## src/sv/salc_pkg.sv

```systemverilog
package salc_pkg;

    // access kinds
    localparam logic [1:0] ACT_LOAD   = 2'd0;
    localparam logic [1:0] ACT_STORE  = 2'd1;
    localparam logic [1:0] ACT_MODIFY = 2'd2;

    // configuration register indexes
    localparam logic [1:0] CFG_SET_BITS    = 2'd0;
    localparam logic [1:0] CFG_OFFSET_BITS = 2'd1;
    localparam logic [1:0] CFG_WAYS        = 2'd2;

    localparam int CFG_DATA_WIDTH = 6;
    localparam int CNT_WIDTH      = 32;

    // result flags carried from back end to output
    typedef struct packed {
        logic hit;
        logic evicted;
        logic second_hit;
    } flags_t;

endpackage

```

## src/sv/salc_front.sv

```systemverilog
module salc_front #(
    parameter int MAX_SET_BITS = 8,
    parameter int ADDR_WIDTH   = 64,
    parameter int SET_W        = (MAX_SET_BITS > 0) ? MAX_SET_BITS : 1
) (
    input  logic                  clk,
    input  logic                  rst_n,
    input  logic                  in_valid,
    output logic                  in_ready,
    input  logic [1:0]            action,
    input  logic [ADDR_WIDTH-1:0] address,
    input  logic [3:0]            set_bits,
    input  logic [5:0]            offset_bits,
    output logic                  q_valid,
    input  logic                  q_ready,
    output logic                  q_modify,
    output logic [SET_W-1:0]      q_set,
    output logic [ADDR_WIDTH-1:0] q_tag
);

    localparam int SB_W = $clog2(MAX_SET_BITS + 1) + 1;

    logic [1:0]            cnt_reg, cnt_next;
    logic                  wp_reg, rp_reg;
    logic                  mod_reg [2];
    logic [SET_W-1:0]      set_reg [2];
    logic [ADDR_WIDTH-1:0] tag_reg [2];

    logic [SB_W-1:0]       sb;
    logic [ADDR_WIDTH-1:0] shifted;
    logic [ADDR_WIDTH-1:0] set_full;
    logic [ADDR_WIDTH-1:0] tag_c;
    logic [6:0]            tshift;

    // clamp set bits and split the address
    always_comb
    begin
        if ({1'b0, set_bits} > 5'(MAX_SET_BITS))
        begin
            sb = SB_W'(MAX_SET_BITS);
        end
        else
        begin
            sb = SB_W'(set_bits);
        end
        shifted  = (7'(offset_bits) >= 7'(ADDR_WIDTH)) ? '0 : (address >> offset_bits);
        set_full = shifted & ((ADDR_WIDTH'(1) << sb) - ADDR_WIDTH'(1));
        tshift   = 7'(offset_bits) + 7'(sb);
        tag_c    = (tshift >= 7'(ADDR_WIDTH)) ? '0 : (address >> tshift);
    end

    assign in_ready = (cnt_reg != 2'd2);
    assign q_valid  = (cnt_reg != 2'd0);
    assign q_modify = mod_reg[rp_reg];
    assign q_set    = set_reg[rp_reg];
    assign q_tag    = tag_reg[rp_reg];

    // two-entry request queue
    always_comb
    begin
        cnt_next = cnt_reg + 2'(in_valid && in_ready) - 2'(q_valid && q_ready);
    end

    always_ff @(posedge clk or negedge rst_n)
    begin
        if (!rst_n)
        begin
            cnt_reg <= '0;
            wp_reg  <= 1'b0;
            rp_reg  <= 1'b0;
        end
        else
        begin
            cnt_reg <= cnt_next;
            if (in_valid && in_ready)
            begin
                wp_reg <= ~wp_reg;
            end
            if (q_valid && q_ready)
            begin
                rp_reg <= ~rp_reg;
            end
        end
    end

    always_ff @(posedge clk)
    begin
        if (in_valid && in_ready)
        begin
            mod_reg[wp_reg] <= (action == salc_pkg::ACT_MODIFY);
            set_reg[wp_reg] <= SET_W'(set_full);
            tag_reg[wp_reg] <= tag_c;
        end
    end

endmodule

```

## config.mk

```make
export PLATFORM = sky130hd
export DESIGN_NAME = salc_front
export DESIGN_NICKNAME = d
export VERILOG_FILES = /design/src/sv/salc_pkg.sv /design/src/sv/salc_front.sv
export SDC_FILE = /design/constraint.sdc
export NUM_CORES = 1
export LEC_CHECK = 0
export ABC_CLOCK_PERIOD_IN_PS = 4300
export BUFFER_PORTS_ARGS = -buffer_cell sky130_fd_sc_hd__clkbuf_2
export CORE_MARGIN = 3
export CORE_UTILIZATION = 52
export DETAILED_ROUTE_END_ITERATION = 10
export PLACE_DENSITY = 0.76
export SLEW_MARGIN = 0
export SYNTH_ARGS = -nofsm -noshare
export SYNTH_HDL_FRONTEND = slang
export SYNTH_SLANG_ARGS = --single-unit
```

## constraint.sdc

```tcl
create_clock -name clk -period 4.3 [get_ports clk]
set_clock_uncertainty 0.1 [all_clocks]
set_input_delay 0.86 -clock clk [delete_from_list [all_inputs] [get_ports clk]]
set_output_delay 0.86 -clock clk [all_outputs]
set_load 0.02 [all_outputs]
```

# [Word level (Yosys, flattened, before mapping)]
# Memories as Yosys holds them, arrays and structs flattened.
# Cells that the tools add are included.
[op_classes] muxes=4 shifts=3 order_cmp=2 add_sub_neg=4 n_bitwise=3 n_eq_ne=2 reduce_logical=3
[op_table] operator="2-to-1 mux 64 bit" n=1
[op_table] operator=">> shifter 64 x 6 -> 8 bit" n=1
[op_table] operator=">> shifter 64 x 7 -> 64 bit" n=1
[op_table] operator="bitwise AND 8 bit" n=1
[op_table] operator="<< shifter 1 x 4 -> 8 bit (first input constant)" n=1
[op_table] operator="subtractor 8 x 1 -> 8 bit (second input constant)" n=1
[op_table] operator="adder 6 x 5 -> 7 bit" n=1
[op_table] operator=">= comparator 7 bit (second input constant)" n=1
[op_table] operator="greater-than comparator 4 bit (second input constant)" n=1
[op_table] operator="2-to-1 mux 4 bit" n=1
[op_table] operator="adder 2 x 1 -> 2 bit" n=1
[op_table] operator="== test 2 bit (second input constant)" n=1
[op_table] operator="logical AND 1 bit" n=2
[op_table] operator="2-to-1 mux 1 bit" n=2
[op_table] operator="!= test 2 bit (second input constant)" n=1
[op_table] operator="inverter 1 bit" n=2
[op_table] operator="nonzero test 2 bit" n=1
[op_table] operator="subtractor 2 x 1 -> 2 bit" n=1
[word_totals] reg_bits=4 mem_bits_rw=146 output_inout_bits=75 mem_count=3 word_cells=27 in_bits=80
[mem_list] memory="tag_reg" words=2 word_bits=64 read_ports=1 rd_clocked_by_memory_dff=0 write_ports=1 line_no="salc_front.sv:27" source="logic [ADDR_WIDTH-1:0] tag_reg [2];"
[mem_list] memory="set_reg" words=2 word_bits=8 read_ports=1 rd_clocked_by_memory_dff=0 write_ports=1 line_no="salc_front.sv:26" source="logic [SET_W-1:0] set_reg [2];"
[mem_list] memory="mod_reg" words=2 word_bits=1 read_ports=1 rd_clocked_by_memory_dff=0 write_ports=1 line_no="salc_front.sv:25" source="logic mod_reg [2];"

# [Depth between registers and ports, before layout]
[depth] word_depth=5 mapped_depth=16 mapped_depth_nobuf=12

# [Worst setup path after synthesis]
# OpenSTA, ideal clock, no wires.
[synth_path] path_kind="input-to-reg" start="in in_valid" end="mem mod_reg[0], enable pin" t_required_ns=3.695 path_slack_ns=-0.313 path_buffers=0 cell_stages=2 arrival_ns=4.009 setup_time_ns=0.505 path_cell_list="nand2_1 > nor2_1"
[synth_between] elab_chain_cells=3
[synth_rtl] element="from (decl)" line_no="salc_front.sv:8" source="input logic in_valid,"
[synth_rtl] element="logical AND 1 bit" line_no="salc_front.sv:88" source="if (in_valid && in_ready)"
[synth_rtl] element="2-to-1 mux 1 bit" line_no="salc_front.sv:88"
[synth_rtl] element="2-to-1 mux 1 bit (implied by the code)" line_no="salc_front.sv:90" source="mod_reg[wp_reg] <= (action == salc_pkg::ACT_MODIFY);"
[synth_rtl] element="to (decl)" line_no="salc_front.sv:25"
# Every way passes these cells.

# [Worst setup path after layout]
[layout_path] start="in set_bits[0]" end="mem tag_reg[1][2] (data pin)"
[layout_between] elab_chain_cells=5 elab_cells_between_ends=6 classes_between="1 x add/sub; 2 x order compare; 1 x shift; 2 x mux"
[layout_rtl] element="from (decl)" line_no="salc_front.sv:12" source="input logic [3:0] set_bits,"
[layout_rtl] element="greater-than comparator 4 bit" line_no="salc_front.sv:38" source="if ({1'b0, set_bits} > 5'(MAX_SET_BITS))"
[layout_rtl] element="2-to-1 mux 4 bit *" line_no="salc_front.sv:38"
[layout_rtl] element="adder 6 x 5 -> 7 bit *" line_no="salc_front.sv:48" source="tshift = 7'(offset_bits) + 7'(sb);"
[layout_rtl] element=">> shifter 64 x 7 -> 64 bit or >= comparator 7 bit (tied branches)" line_no="salc_front.sv:49" source="tag_c = (tshift >= 7'(ADDR_WIDTH)) ? '0 : (address >> tshift);"
[layout_rtl] element="2-to-1 mux 64 bit *" line_no="salc_front.sv:49"
[layout_rtl] element="via tag_c[2]" line_no="salc_front.sv:32" source="logic [ADDR_WIDTH-1:0] tag_c;"
[layout_rtl] element="to (decl)" line_no="salc_front.sv:27"
# The timed path passes the listed nets; every way through them passes the cells marked *.

==> metrics.md <==
| Metric | Value |
|---|---|
| MaxCap Viol Count | 0 |
| Setup TNS | 0 ns |
| CTS tree | built |
| Ports placed on the boundary | approximately 160 |
| Yosys cell types | ~70 |
| Cells after Synth | approximately 1200 |
| RSZ-0062 raised after global routing | false |
| Most frequent CP cell | inv_1 |
| Via density per instance | ~6.4 |
| CP max FO | 32 |
| Die Height | about 160 um |
| Multiplexer share of the synthesized area | 34.1% |
| P per Cell Area | ~510 mW/mm^2 |
| Tmin final | ~4 ns |
| Fraction of layout cells with a size suffix above 1 | a little over a third |
| Crit path DAT | approximately 4.1 ns |
| HP Class | in2async |
| VDD IR max | 0.499 mV |
| CTS clk-pin slew, worst paths | 0.07 ns |
| Syn-to-layout area delta | 17.0% |
| Compound-Gate Fraction of Synth Area | around an eighth |
| Final setup violating endpoints | 0 |
| Initial Util | 53.5% |
| Tightest Pin Transition | roughly 1.0 ns |
| Status | completed |
| Clock sinks | 150 |
| Max Clock Freq | 256 MHz |
| Number of antenna violations at the first check in global routing | 0 |
| Post-Syn Nets | roughly 1200 |
| Final net count | between 1000 and 1500 |
| WL/cell | between 20 and 25 um |
| Yosys top cell area share | 35.8% |
| Max reg flops | ~130 |
| Vias in the first global route | 9990 |
| Final max-slew violation count | 0 |
| Slowest-stage cell, CP | fa_2 |
| Synth Area in Adders | less than 1% |
| Final core utilization | a little over three fifths |
| GRT Resource Usage Total | between 20% and 30% |
| Inserted Diodes | 0 |
| Worst skew pair latency | 0.42 ns |
| Hold Fails Final Rpt | 0 |
| Synthesized flop and latch total | 150 |
| PortBufs | 154 |
| Clk buf depth | 2 |
| Yosys top cell by area | edfxtp_1 |
| Placement Rows | 55 |
| Final wirelength | approximately 38000 um |
| CP max stage delay | 0.64 ns |
| Ys Warns | 0 |
| Crit start category | primary input |
| P_leak | approximately 6 nW |
| Top post-synthesis cells by area | edfxtp_1 36%, mux2i_1 14%, mux2_2 11% |
| Largest net degree at the start of global routing | between 70 and 80 |
| Final period util | roughly 90% |
| Critical Path RT | around 4.5 ns |
| Initial DRC count | 1243 |
| H-tree Lvls | 4 |
| Drt drc | 0 |
| Via count | 10500 |
| Sequential share of the synthesized area | ~37% |
| Buf/Inv on CP | 5 |
| Delay-heaviest family, CP | adder cells |
| Syn Area/Cell | 10.6 um^2 |
| PnR Total Power | 7.31 mW |
| Post-cts resize count | 0 |
| Num CTS Buffers | 17 |
| CP Class | in2reg |
| Cell area after synthesis | roughly 0.012 mm^2 |
| Die width | between 150 and 200 um |
| Post-synth EDFFs | roughly 150 |
| Top FF cell, synth | edfxtp_1 |
| Simple-gate area share of the yosys netlist | 11.2% |
| Core Box Area | roughly 0.023 mm^2 |
| Main combinational cell family by area after synthesis | multiplexers |
| Crit path cell chain | clkbuf_2 > inv_1 > nor2_1 > ha_1 > inv_1 > fa_2 > buf_12 > mux2i_1 > inv_1 > mux4_2 > or4_1 > o21ai_0 > a2111o_1 |
| DRT antenna net count | 0 |
| Synth Area in XOR/XNOR | less than 1% |
| First-pass GRT wire length | approximately 58000 um |
| Most frequent cells after synthesis | 165 x mux2i_1, 147 x nand2_1, 146 x edfxtp_1, 120 x mux2_2, 103 x nor2_1 |
| Most frequent cell after synthesis | mux2i_1 |
| Gr ovfl total | 0 |
| Ys async rst share | between 2 and 3% |
| Die Area | 0.0254 mm^2 |
| 1st-pass router iterations | 6 |
| DP HPWL | 29500 um |
| Cts hold-fix bufs | 0 |
| Worst slew margin | 32.3% |
| Postcts setup bufs | 0 |
| Routability congestion estimate | 1.06 |
| Critical Path Sink Type | flip-flop |
| Clk root buf | clkbuf_16 |
## per-stage QoR
| step | instances | setup slack [ns] | hold slack [ns] | instance area [um^2] |
|---|---|---|---|---|
| floorplan | 1156 | 0.0739 | 0.379 | 12200 |
| global placement | 1618 | 0.0860 | 0.399 | 13700 |
| detailed placement | 1618 | 0.0200 | 0.436 | 13700 |
| CTS | 1650 | 0.446 | 0.125 | 14300 |
| global route | 1650 | 0.175 | 0.123 | 14300 |
| finish | 1650 | 0.399 | 0.133 | 14300 |
## per-layer routing
metal	track usage (%)	wire, um	vias to the layer above
li1	-	-	4754
met3	6.40	3630	87
met5	0	0	-
met2	47.0	17600	615
met4	8.08	1140	0
met1	40.5	15700	5063
## kinds of logic after synthesis
family                     after synthesis
xor gates and xnor gates                12
and+or+nand+nor                        320
AOI/OAI and AO/OA                      217
adders and majority gates                9
DFF                                    150
buffers and inverters                  111
muxes                                  337
## worst paths after layout
path / start / endpoint / slack [ns] / cells after the start
min in group clk: cnt_reg[0] / cnt_reg[0] / 0.44 / 1
hold / removal: rst_n / cnt_reg[1] / 0.13 / 1
hold reg to reg: cnt_reg[0] / cnt_reg[0] / 0.44 / 1
setup / recovery: set_bits[0] / tag_reg[1][2] / 0.40 / 13
setup reg to reg: cnt_reg[0] / tag_reg[0][12] / 2.27 / 4
max in group asynchronous: rst_n / rp_reg / 3.82 / 1
## report_power, final
| part | switching (mW) | total (mW) | internal [mW] |
|---|---|---|---|
| Sequential | 0.132 | 2.26 | 2.13 |
| Clock | 0.691 | 1.48 | 0.787 |
| Combinational | 2.17 | 3.57 | 1.40 |
| Total | 2.99 | 7.31 | 4.31 |
## layout by cell type (no fill, tap or decap), drive strengths merged, types with 3 or more instances in the layout
cell type,netlist,routed
a211oi,10,10
a21o,6,6
a21oi,53,53
a221oi,5,5
a22oi,12,12
a31oi,9,9
a32oi,8,8
and2,9,9
and3,4,4
buf,52,86
clkbuf,37,169
clkinv,2,10
dfrtp,4,4
edfxtp,146,146
ha,8,8
inv,20,26
mux2,121,121
mux2i,165,165
mux4,51,51
nand2,147,147
nand2b,10,10
nand3,15,15
nor2,103,103
nor2b,8,8
nor3,7,7
o211ai,16,16
o21a,5,5
o21ai,46,46
o21bai,3,3
o221ai,16,16
o22a,5,5
o22ai,3,3
or2,8,8
or3,4,4
xnor2,8,8
xor2,4,4
## area by class of cell
cell class / count / area [um^2]
clock buffers: 17 / 425
clock inverters: 15 / 183
fillers: 1888 / 8530
inverters: 22 / 82.6
multi-input cells: 895 / 7270
flip-flops and latches: 150 / 4490
well taps: 313 / 392
repair buffers: 238 / 1480
Power figures use the tool's default switching activity.
